===== src/rtl/clur_pkg.sv =====
// Shared constants and types of the camera line unpack and reorder block.
`timescale 1ns / 1ps
package clur_pkg;

    localparam int MAX_WIDTH  = 4096;
    localparam int MAX_HEIGHT = 4096;

    // Result queue depth; a power of two so the pointers wrap naturally.
    localparam int QUEUE_DEPTH = 4;
    localparam int PTR_W       = $clog2(QUEUE_DEPTH);
    localparam int COUNT_W     = $clog2(QUEUE_DEPTH + 1);

    localparam int CFG_DATA_W  = 13;
    localparam int CFG_INDEX_W = 2;

    localparam logic [CFG_INDEX_W-1:0] CFG_PACK_MODE    = 2'd0;
    localparam logic [CFG_INDEX_W-1:0] CFG_LINE_WIDTH   = 2'd1;
    localparam logic [CFG_INDEX_W-1:0] CFG_FRAME_HEIGHT = 2'd2;

    localparam logic [1:0] PHASE_W0 = 2'd0;
    localparam logic [1:0] PHASE_W1 = 2'd1;
    localparam logic [1:0] PHASE_W2 = 2'd2;

    typedef struct packed {
        logic        frame_end;
        logic        run_end;
        logic [11:0] out_column;
        logic [11:0] out_row;
        logic [15:0] pixel_high;
        logic [15:0] pixel_low;
    } result_t;

    // Position bookkeeping for one result.
    typedef struct packed {
        logic [11:0] row;
        logic [11:0] column;
        logic [11:0] next_column;
        logic [11:0] next_line;
        logic        frame_end;
    } place_t;

    // Queue status seen by the front end.
    typedef struct packed {
        logic room_for_two;
        logic not_empty;
    } queue_status_t;

endpackage


===== src/rtl/clur_result_queue.sv =====
// Small result queue that takes up to two results per cycle and returns one.
`timescale 1ns / 1ps
module clur_result_queue
    import clur_pkg::*;
(
    input  logic          clk,
    input  logic          rst_n,
    input  logic [1:0]    push_count,
    input  result_t       push_first,
    input  result_t       push_second,
    input  logic          pop,
    output result_t       head,
    output queue_status_t status
);

    result_t            entry_reg [QUEUE_DEPTH];
    logic [PTR_W-1:0]   wr_ptr_reg;
    logic [PTR_W-1:0]   wr_ptr_next;
    logic [PTR_W-1:0]   rd_ptr_reg;
    logic [PTR_W-1:0]   rd_ptr_next;
    logic [COUNT_W-1:0] count_reg;
    logic [COUNT_W-1:0] count_next;
    logic [COUNT_W:0]   free_slots;
    logic               do_pop;

    assign do_pop = pop && (count_reg != '0);

    // Room counts a slot that is being freed in this same cycle.
    assign free_slots = (COUNT_W+1)'(QUEUE_DEPTH) - {1'b0, count_reg}
                        + {{COUNT_W{1'b0}}, do_pop};

    assign status.room_for_two = free_slots >= (COUNT_W+1)'(2);
    assign status.not_empty    = count_reg != '0;
    assign head                = entry_reg[rd_ptr_reg];

    always_comb
    begin
        wr_ptr_next = wr_ptr_reg + PTR_W'(push_count);
        rd_ptr_next = rd_ptr_reg + PTR_W'(do_pop);
        count_next  = count_reg + COUNT_W'(push_count) - COUNT_W'(do_pop);
    end

    always_ff @(posedge clk)
    begin
        if (push_count != 2'd0)
        begin
            entry_reg[wr_ptr_reg] <= push_first;
        end
        if (push_count == 2'd2)
        begin
            entry_reg[wr_ptr_reg + PTR_W'(1)] <= push_second;
        end
    end

    always_ff @(posedge clk or negedge rst_n)
    begin
        if (!rst_n)
        begin
            wr_ptr_reg <= '0;
            rd_ptr_reg <= '0;
            count_reg  <= '0;
        end
        else
        begin
            wr_ptr_reg <= wr_ptr_next;
            rd_ptr_reg <= rd_ptr_next;
            count_reg  <= count_next;
        end
    end

    assert property (@(posedge clk) disable iff (!rst_n)
        count_reg <= COUNT_W'(QUEUE_DEPTH))
        else $error("result queue overfilled");

    assert property (@(posedge clk) disable iff (!rst_n)
        (count_reg == '0) |-> (wr_ptr_reg == rd_ptr_reg))
        else $error("empty queue with pointers apart");

    assert property (@(posedge clk) disable iff (!rst_n)
        (push_count == 2'd2 && !do_pop) |=> (count_reg == $past(count_reg) + COUNT_W'(2)))
        else $error("double push lost an entry");

endmodule


===== src/rtl/camera_line_unpack_reorder_unit.sv =====
// Top level of the camera line unpack and reorder block.
`timescale 1ns / 1ps
// Usage
// The slave stream takes one 32-bit camera word per handshake. In packed
// mode each group of three words carries eight 12-bit pixels and yields
// four pixel-pair words on the master stream: one for the first word, one
// for the second and two for the third. In raw mode every word passes
// through as one pixel pair. Each output word carries the destination row
// (sensor lines arrive edge-interleaved), the column of its even pixel,
// a run-end flag on tlast and a frame-end flag on tuser.
// Each result is registered in the queue and leaves it in order. The
// input side takes a word in every cycle while the four-entry result
// queue has room for two results, so raw data flows at one word per
// cycle while the receiver does not stall, and packed data slower, set
// by the single-result master port. When the receiver stalls, results
// wait in the queue and s_tready drops once fewer than two slots are
// free. Reset empties the queue, clears the group phase, carried bits
// and column and line counters, and loads packed mode with 1024 by 1024
// pixels. Configuration is written through cfg_we, cfg_index and cfg_data
// by the user only while the block is idle; the block does not enforce it.
module camera_line_unpack_reorder_unit
    import clur_pkg::*;
(
    input  logic                   clk,
    input  logic                   rst_n,
    input  logic                   cfg_we,
    input  logic [CFG_INDEX_W-1:0] cfg_index,
    input  logic [CFG_DATA_W-1:0]  cfg_data,
    input  logic                   s_tvalid,
    output logic                   s_tready,
    input  logic [31:0]            s_tdata,   // raw_word
    output logic                   m_tvalid,
    input  logic                   m_tready,
    output logic [55:0]            m_tdata,   // pixel_low, pixel_high, out_row, out_column
    output logic                   m_tlast,   // run_end
    output logic [0:0]             m_tuser    // frame_end
);

    logic        pack_mode_reg;
    logic [12:0] line_width_reg;
    logic [12:0] frame_height_reg;

    logic [1:0]  word_phase_reg;
    logic [1:0]  word_phase_next;
    logic [15:0] carry_bits_reg;
    logic [15:0] carry_bits_next;
    logic [11:0] column_count_reg;
    logic [11:0] column_count_next;
    logic [11:0] line_count_reg;
    logic [11:0] line_count_next;

    logic [12:0] width_clamped;
    logic [12:0] width_eff;
    logic [12:0] height_clamped;
    logic [12:0] height_eff;
    logic [12:0] last_line_wide;
    logic [11:0] last_line;

    logic          accept;
    logic [1:0]    phase;
    logic          two_results;
    logic [11:0]   lo_a;
    logic [11:0]   hi_a;
    logic [11:0]   lo_b;
    logic [11:0]   hi_b;
    place_t        place_a;
    place_t        place_b;
    result_t       res_a;
    result_t       res_b;
    logic [1:0]    push_count;
    result_t       head;
    queue_status_t q_status;
    logic          pop;

    // Derived frame geometry. The width is clamped, then rounded down to
    // whole groups (eight pixels packed, two raw) with a floor of one group.
    assign width_clamped  = (line_width_reg > 13'(MAX_WIDTH)) ? 13'(MAX_WIDTH)
                                                              : line_width_reg;
    assign height_clamped = (frame_height_reg > 13'(MAX_HEIGHT)) ? 13'(MAX_HEIGHT)
                                                                 : frame_height_reg;

    always_comb
    begin
        if (!pack_mode_reg)
        begin
            width_eff = {width_clamped[12:3], 3'b000};
            if (width_eff < 13'd8)
            begin
                width_eff = 13'd8;
            end
        end
        else
        begin
            width_eff = {width_clamped[12:1], 1'b0};
            if (width_eff < 13'd2)
            begin
                width_eff = 13'd2;
            end
        end
    end

    assign height_eff     = (height_clamped < 13'd2) ? 13'd2 : height_clamped;
    // Only an even number of lines is sent; an odd middle row stays empty.
    assign last_line_wide = {height_eff[12:1], 1'b0} - 13'd1;
    assign last_line      = last_line_wide[11:0];

    // Works out row and column of one result and the counters after it.
    // Even sensor lines fill rows from the top, odd ones from the bottom.
    function automatic place_t place_of(input logic [11:0] col,
                                        input logic [11:0] line,
                                        input logic [12:0] w,
                                        input logic [12:0] h,
                                        input logic [11:0] last);
        place_t      p;
        logic [11:0] k;
        logic [12:0] from_bottom;
        k           = (line > last) ? last : line;
        from_bottom = h - 13'd1 - {2'b00, k[11:1]};
        p.row       = k[0] ? from_bottom[11:0] : {1'b0, k[11:1]};
        p.column    = col;
        p.frame_end = 1'b0;
        if (({1'b0, col} + 13'd2) >= w)
        begin
            p.next_column = 12'd0;
            if (k >= last)
            begin
                p.next_line = 12'd0;
                p.frame_end = 1'b1;
            end
            else
            begin
                p.next_line = k + 12'd1;
            end
        end
        else
        begin
            p.next_column = col + 12'd2;
            p.next_line   = line;
        end
        return p;
    endfunction

    // Unpacking. A phase of three is treated as the start of a group.
    assign phase = (word_phase_reg == PHASE_W1 || word_phase_reg == PHASE_W2)
                   ? word_phase_reg : PHASE_W0;

    always_comb
    begin
        lo_a            = 12'd0;
        hi_a            = 12'd0;
        lo_b            = {s_tdata[7:0], s_tdata[31:28]};
        hi_b            = s_tdata[27:16];
        two_results     = 1'b0;
        carry_bits_next = carry_bits_reg;
        word_phase_next = PHASE_W0;
        if (!pack_mode_reg)
        begin
            case (phase)
                PHASE_W1:
                begin
                    lo_a            = {carry_bits_reg[7:0], s_tdata[15:12]};
                    hi_a            = s_tdata[11:0];
                    carry_bits_next = s_tdata[31:16];
                    word_phase_next = PHASE_W2;
                end
                PHASE_W2:
                begin
                    lo_a            = carry_bits_reg[15:4];
                    hi_a            = {carry_bits_reg[3:0], s_tdata[15:8]};
                    two_results     = 1'b1;
                    word_phase_next = PHASE_W0;
                end
                default:
                begin
                    lo_a            = s_tdata[15:4];
                    hi_a            = {s_tdata[3:0], s_tdata[31:24]};
                    carry_bits_next = s_tdata[31:16];
                    word_phase_next = PHASE_W1;
                end
            endcase
        end
    end

    assign place_a = place_of(column_count_reg, line_count_reg,
                              width_eff, height_eff, last_line);
    assign place_b = place_of(place_a.next_column, place_a.next_line,
                              width_eff, height_eff, last_line);

    always_comb
    begin
        res_a.pixel_low  = pack_mode_reg ? s_tdata[15:0]  : {4'd0, lo_a};
        res_a.pixel_high = pack_mode_reg ? s_tdata[31:16] : {4'd0, hi_a};
        res_a.out_row    = place_a.row;
        res_a.out_column = place_a.column;
        res_a.run_end    = !two_results;
        res_a.frame_end  = place_a.frame_end;

        res_b.pixel_low  = {4'd0, lo_b};
        res_b.pixel_high = {4'd0, hi_b};
        res_b.out_row    = place_b.row;
        res_b.out_column = place_b.column;
        res_b.run_end    = 1'b1;
        res_b.frame_end  = place_b.frame_end;
    end

    assign accept     = s_tvalid && s_tready;
    assign push_count = !accept ? 2'd0 : (two_results ? 2'd2 : 2'd1);

    always_comb
    begin
        column_count_next = column_count_reg;
        line_count_next   = line_count_reg;
        if (accept)
        begin
            column_count_next = two_results ? place_b.next_column : place_a.next_column;
            line_count_next   = two_results ? place_b.next_line   : place_a.next_line;
        end
    end

    always_ff @(posedge clk or negedge rst_n)
    begin
        if (!rst_n)
        begin
            pack_mode_reg    <= 1'b0;
            line_width_reg   <= 13'd1024;
            frame_height_reg <= 13'd1024;
        end
        else if (cfg_we)
        begin
            case (cfg_index)
                CFG_PACK_MODE:    pack_mode_reg    <= cfg_data[0];
                CFG_LINE_WIDTH:   line_width_reg   <= cfg_data;
                CFG_FRAME_HEIGHT: frame_height_reg <= cfg_data;
                default:          ;
            endcase
        end
    end

    always_ff @(posedge clk or negedge rst_n)
    begin
        if (!rst_n)
        begin
            word_phase_reg   <= PHASE_W0;
            carry_bits_reg   <= 16'd0;
            column_count_reg <= 12'd0;
            line_count_reg   <= 12'd0;
        end
        else
        begin
            if (accept)
            begin
                word_phase_reg <= word_phase_next;
                carry_bits_reg <= carry_bits_next;
            end
            column_count_reg <= column_count_next;
            line_count_reg   <= line_count_next;
        end
    end

    clur_result_queue u_queue (
        .clk         (clk),
        .rst_n       (rst_n),
        .push_count  (push_count),
        .push_first  (res_a),
        .push_second (res_b),
        .pop         (pop),
        .head        (head),
        .status      (q_status)
    );

    assign pop      = m_tvalid && m_tready;
    assign s_tready = q_status.room_for_two;
    assign m_tvalid = q_status.not_empty;
    assign m_tdata  = {head.out_column, head.out_row, head.pixel_high, head.pixel_low};
    assign m_tlast  = head.run_end;
    assign m_tuser  = head.frame_end;

    assert property (@(posedge clk) disable iff (!rst_n)
        column_count_reg[0] == 1'b0)
        else $error("column counter is odd");

    assert property (@(posedge clk) disable iff (!rst_n)
        (accept && pack_mode_reg) |=> (word_phase_reg == PHASE_W0))
        else $error("raw word left a packed phase behind");

    assert property (@(posedge clk) disable iff (!rst_n)
        (accept && (two_results ? res_b.frame_end : res_a.frame_end))
        |=> (line_count_reg == 12'd0 && column_count_reg == 12'd0))
        else $error("counters did not wrap at frame end");

    assert property (@(posedge clk) disable iff (!rst_n)
        (accept && two_results) |-> (!pack_mode_reg && phase == PHASE_W2))
        else $error("two results outside the third packed word");

endmodule

===== config.mk =====
export PLATFORM = sky130hd
export DESIGN_NAME = camera_line_unpack_reorder_unit
export DESIGN_NICKNAME = d
export VERILOG_FILES = /design/src/rtl/clur_pkg.sv /design/src/rtl/clur_result_queue.sv /design/src/rtl/camera_line_unpack_reorder_unit.sv
export SDC_FILE = /design/constraint.sdc
export NUM_CORES = 1
export LEC_CHECK = 0
export BUFFER_PORTS_ARGS = -buffer_cell sky130_fd_sc_hd__buf_4
export CAP_MARGIN = 20
export CORE_ASPECT_RATIO = 1.1
export CORE_MARGIN = 2
export CORE_UTILIZATION = 49
export CTS_CLUSTER_SIZE = 10
export DETAILED_ROUTE_END_ITERATION = 12
export PLACE_DENSITY = 0.72
export SKIP_LAST_GASP = 1
export SLEW_MARGIN = 20
export SYNTH_ARGS = -nofsm -noshare
export SYNTH_HDL_FRONTEND = slang
export SYNTH_SLANG_ARGS = --single-unit

===== constraint.sdc =====
create_clock -name clk -period 31 [get_ports clk]
set_clock_uncertainty 0.05 [all_clocks]
set_input_delay 1.55 -clock clk [delete_from_list [all_inputs] [get_ports clk]]
set_output_delay 1.55 -clock clk [all_outputs]
set_load 0.02 [all_outputs]

Word-level counts from Yosys, hierarchy flattened:

Memory sizes are Yosys's and may differ from the RTL's.
Cells that the tools add are included.

* add/sub/neg operators: 17
* equality and inequality tests: 7
* $lt $le $gt $ge: 12
* mux-type cells: 35
* reductions and logical operators: 12
* bitwise logic cells: 2

Operators with widths (number)
* 2-to-1 mux 12 bit: 9
* 2-to-1 mux 13 bit: 5
* 2-to-1 mux 24 bit: 2
* one-hot mux 12 bit (2 select lines): 2
* 2-to-1 mux 16 bit: 2
* adder 12 x 2 -> 13 bit, second input constant: 2
* greater-or-equal comparator 13 bit: 2
* > comparator 13 bit, second input constant: 2
* < comparator 13 x 2 -> 1 bit, second input constant: 2
* adder 12 x 1 -> 12 bit, second input constant: 2
* adder 12 x 2 -> 12 bit, second input constant: 2
* greater-or-equal comparator 12 bit: 2
* > comparator 12 bit: 2
* subtractor 12 x 1 -> 12 bit, second input constant: 2
* subtractor 12 x 11 -> 12 bit: 2
* < comparator 13 x 4 -> 1 bit, second input constant: 1
* 2-to-1 mux 1 bit: 10
* equality test 2 bit, second input constant: 4
* 2-to-1 mux 2 bit: 4
* equality test 2 x 1 -> 1 bit, second input constant: 3
* AND reduction 2 bit: 3
* adder 4 x 1 -> 4 bit: 1
* greater-or-equal comparator 4 x 2 -> 1 bit, second input constant: 1
* one-hot mux 2 bit (2 select lines): 1
* 14 further kinds: 17

* output and inout port bits: 60
* flip-flop bits (word level): 76
* bits in writable memories: 232
* input bits: 52
* memories kept: 1
* logic and storage cells: 96

Memories
* u_queue.entry_reg: depth 4, bits a word 58, rd ports 1, clocked after memory_dff 0, write ports 2, line clur_result_queue.sv:16 `result_t entry_reg [QUEUE_DEPTH];`

Longest topological paths before layout:

* depth in word-level cells: 16
* gate-level depth with buffers: 59
* gate-level depth less buffers: 54

Cells and area by module:

Synthesis repeated with hierarchy kept, for this count alone.

* cell total of the unflattened synthesis: 1798
* area total of the unflattened synthesis: 20779.9 µm²

Modules (own cells, without submodules)
* clur_result_queue: area an instance 11668.7 µm², times used 1, sequential area each 7141.8 µm², cells each 607
* camera_line_unpack_reorder_unit: area an instance 9111.2 µm², times used 1, sequential area each 1729.2 µm², cells each 1191

Least setup slack after synthesis:

Ideal clock, no wire load.

* path type: reg-to-reg
* start: reg frame_height_reg[7]
* end: mem u_queue.entry_reg[0][42] (netlist bit), data pin
* period minus slack after synthesis: 10.980 ns
* required time: 30.678 ns
* cell stages (with the launch flop): 54
* path buffers: 5
* path slack: 20.020 ns
* arrival: 10.658 ns
* setup time: 0.272 ns
* path through: dfrtp_1 clkbuf_1 nor4_1 a31oi_1 nor2_1 inv_1 ha_1 clkbuf_1 nand2_1 o211ai_1 nand2_1 inv_1 ha_1 a21o_1 nand2_1 o221ai_1 a31oi_1 nor3_1 [18 not listed] nor2_4 buf_6 a21oi_1 ha_1 inv_1 fa_1 nand2_1 nand2_1 a21oi_1 o21ai_0 a21oi_1 o21ai_0 a21oi_1 o21bai_1 a21oi_1 xnor2_1 mux2i_1 o22ai_1

RTL lines
* start: declaration: line camera_line_unpack_reorder_unit.sv:41 `logic [12:0] frame_height_reg;`
* start signal: assignment: line camera_line_unpack_reorder_unit.sv:233 `CFG_FRAME_HEIGHT: frame_height_reg <= cfg_data;`
* end: declaration: line clur_result_queue.sv:16

==> results.sh <==
export IMPL_die_area_mm2=0.0420
export IMPL_numPortBuffers=111
export IMPL_critPathMaxStageDelay_ns=0.78
export IMPL_grtUsageTotal=0.297
export IMPL_path_class="register to register"
export IMPL_cap_violations=0
export IMPL_fmax_mhz=75.0
export IMPL_first_pass_iters=8
export IMPL_antenna_found_initial=1
export IMPL_post_route_period_util=0.430
export IMPL_nNetsFinal=2122
export IMPL_relSlewSlack=0.261
export IMPL_syn_to_final_growth_pct=12.0
export IMPL_path_max_fanout=16
export IMPL_crit_required_ns=31.18
export IMPL_layout_min_cycle_time_ns=13.33
export IMPL_drc=0
export IMPL_grtUsageMet3=0.0348
export IMPL_hold_violations=0
export IMPL_syn_area_per_cell_um2=10.3
export IMPL_drt_total_wl_um=63200
export IMPL_ys_ff_latch=308
export IMPL_gr_usage_met1=0.379
export IMPL_largest_register_ffs=232
export IMPL_timing_setup_tns_ns=0
export IMPL_grt_pass1_wl_um=96400
export IMPL_grtUsageMet2=0.499
export IMPL_syn_instance_count=1929
export IMPL_initial_core_util=0.495
export IMPL_crit_family="compound AO/OA/AOI/OAI gates"
export IMPL_wl_per_cell_um=25.1
export IMPL_htreeDepth=2
export IMPL_synth_edf_count=196
export IMPL_cp_slowest_cell="nor4_1"
export IMPL_ys_warn_count=0
export IMPL_synth_ff_type="edfxtp_1"
export IMPL_num_rows=77
export IMPL_diodes=0
export IMPL_cts_max_path_buffers=3
export IMPL_multi_input_area_mm2=0.0105
export IMPL_crit_top_cell="a21oi_1"
export IMPL_busiest_layer="met2"
export IMPL_die_y_um=215
export IMPL_die_width_um=196
export IMPL_seq_area_frac_synth=0.430
export IMPL_regToRegSetupSlack_ns=17.67
export IMPL_layout_drive_gt1_share=0.178
export IMPL_critPathArrivalTime_ns=13.51
export IMPL_vias_per_cell=6.57
export IMPL_hold_worst_slack_ns=0.404
export IMPL_cts_made_buffers=37
export IMPL_grt_pass1_vias=16316
export IMPL_cts_tree="done"
export IMPL_netlist_area_mm2=0.0198
export IMPL_rsz0062_at_grt="false"
export IMPL_dp_hpwl_um=43800
export IMPL_path_clk_slew_ns=0.06
export IMPL_crit_path_end_kind="register"
export IMPL_num_vias=16535
export IMPL_critPathLaunchType="register"
export IMPL_ys_types=94
export IMPL_hold_class="register to register"
export IMPL_clock_latency_ns=0.53
export IMPL_slew_viol_final=0
export IMPL_grt_max_degree=61
export IMPL_tightestPinTransition_ns=1.11
export IMPL_cts_num_sinks=308
export IMPL_syn_nets=2077
export IMPL_status="finished, final reports clean"
export IMPL_path_buf_inv=4
export IMPL_io_pins=112
export IMPL_root_buffer="clkbuf_16"
export IMPL_ant_nets=0
export IMPL_cts_resized=0
export IMPL_cts_setup_buffers=0
export IMPL_setup_viol=0
export IMPL_async_flop_share=0.247
export IMPL_fillers=3410
export IMPL_ctsHoldBuffers=0
export IMPL_drtIter0Drc=1691
export IMPL_ff_latch_area_mm2=0.00852
export IMPL_grt_overflow_total=0
export IMPL_core_area_mm2=0.0400
export IMPL_place_congestion=1.01
==> metrics by stage <==
stage / std cells / utilization / setup slack [ns] / area (um^2)
after global routing: 2515 / 0.554 / 16.87 / 22200
after global placement: 2448 / 0.526 / 18.39 / 21000
after floorplan: 1929 / - / 20.02 / 19800
after detailed placement: 2448 / 0.526 / 17.94 / 21000
final: 2515 / 0.554 / 17.67 / 22200
after CTS: 2515 / 0.554 / 17.92 / 22200
==> tightest hold or removal path, stage by stage, from the launching register on <==
cell and delay (ns):
dfxtp_1 0.30, nand2_1 0.05, a21oi_1 0.05
==> routing by layer <==
layer  share of wire  routed length (um)
met5               0                   0
met4           0.053                3330
met3           0.082                5160
met2            0.48               30600
met1            0.38               24200
==> synth_stat cells, drive strengths merged, types with 54 or more instances <==
library cell | number | area share
mux4 | 58 | 0.066
dfrtp | 74 | 0.094
clkbuf | 113 | 0.021
edfxtp | 196 | 0.30
a22o | 97 | 0.043
o22ai | 54 | 0.017
nor2 | 111 | 0.021
nand2 | 205 | 0.039
ha | 93 | 0.059
o21ai | 144 | 0.037
inv | 64 | 0.012
nand3 | 77 | 0.019
a21oi | 111 | 0.029
==> area by class of cell <==
class / count / area share
sequential: 308 / 0.384
multi-input combinational: 1411 / 0.473
inverter: 66 / 0.0112
clock inverter: 2 / 0.00175
clock buffer: 65 / 0.0498
timing repair buffer: 150 / 0.0508
tap: 513 / 0.0290
==> logic make-up (layout without fill, tap and decap cells) <==
logic type	after synthesis	after routing	synth area share
flip-flops	308	308	0.430
XOR/XNOR	74	74	0.0331
AO/OA/AOI/OAI	583	583	0.203
buffers and inverters	210	283	0.0424
AND/OR/NAND/NOR	531	531	0.126
multiplexers	125	125	0.103
adder cells (fa/ha/maj)	98	98	0.0629
==> cell usage in the layout (no fill, tap or decap), types with 22 or more instances in the layout <==
master | synthesis | final
dfxtp_1 | 36 | 36
clkbuf_16 | 0 | 39
o21ai_0 | 132 | 132
buf_4 | 4 | 150
a22o_1 | 97 | 97
mux2_2 | 46 | 46
nand3_1 | 77 | 77
inv_1 | 64 | 63
edfxtp_1 | 196 | 196
o22ai_1 | 54 | 54
a21oi_1 | 108 | 108
xor2_1 | 22 | 22
dfrtp_1 | 74 | 71
nand2_1 | 205 | 202
mux4_2 | 58 | 58
clkbuf_1 | 113 | 23
a22oi_1 | 27 | 27
nor2_1 | 110 | 104
ha_1 | 93 | 93
xnor2_1 | 51 | 51
==> path summary, 6_finish.rpt <==
path                                                        from                                    end  depth (start not counted)
setup reg to reg                 frame_height_reg[6]$_DFFE_PN0P_     u_queue.entry_reg[0][42]$_DFFE_PP_                         45
hold reg to reg            u_queue.entry_reg[2][13]$_SDFFE_PP0P_  u_queue.entry_reg[2][13]$_SDFFE_PP0P_                          2
min in group asynchronous                                  rst_n          line_count_reg[0]$_DFFE_PN0P_                          1
setup / recovery                 frame_height_reg[6]$_DFFE_PN0P_     u_queue.entry_reg[0][42]$_DFFE_PP_                         45
hold / removal             u_queue.entry_reg[2][13]$_SDFFE_PP0P_  u_queue.entry_reg[2][13]$_SDFFE_PP0P_                          2
max in group asynchronous                                  rst_n              pack_mode_reg$_DFFE_PN0P_                          2
Power is left out: the tool's default activity adds up to more than one toggle a clock period on the data nets, which glitch-free logic cannot reach.
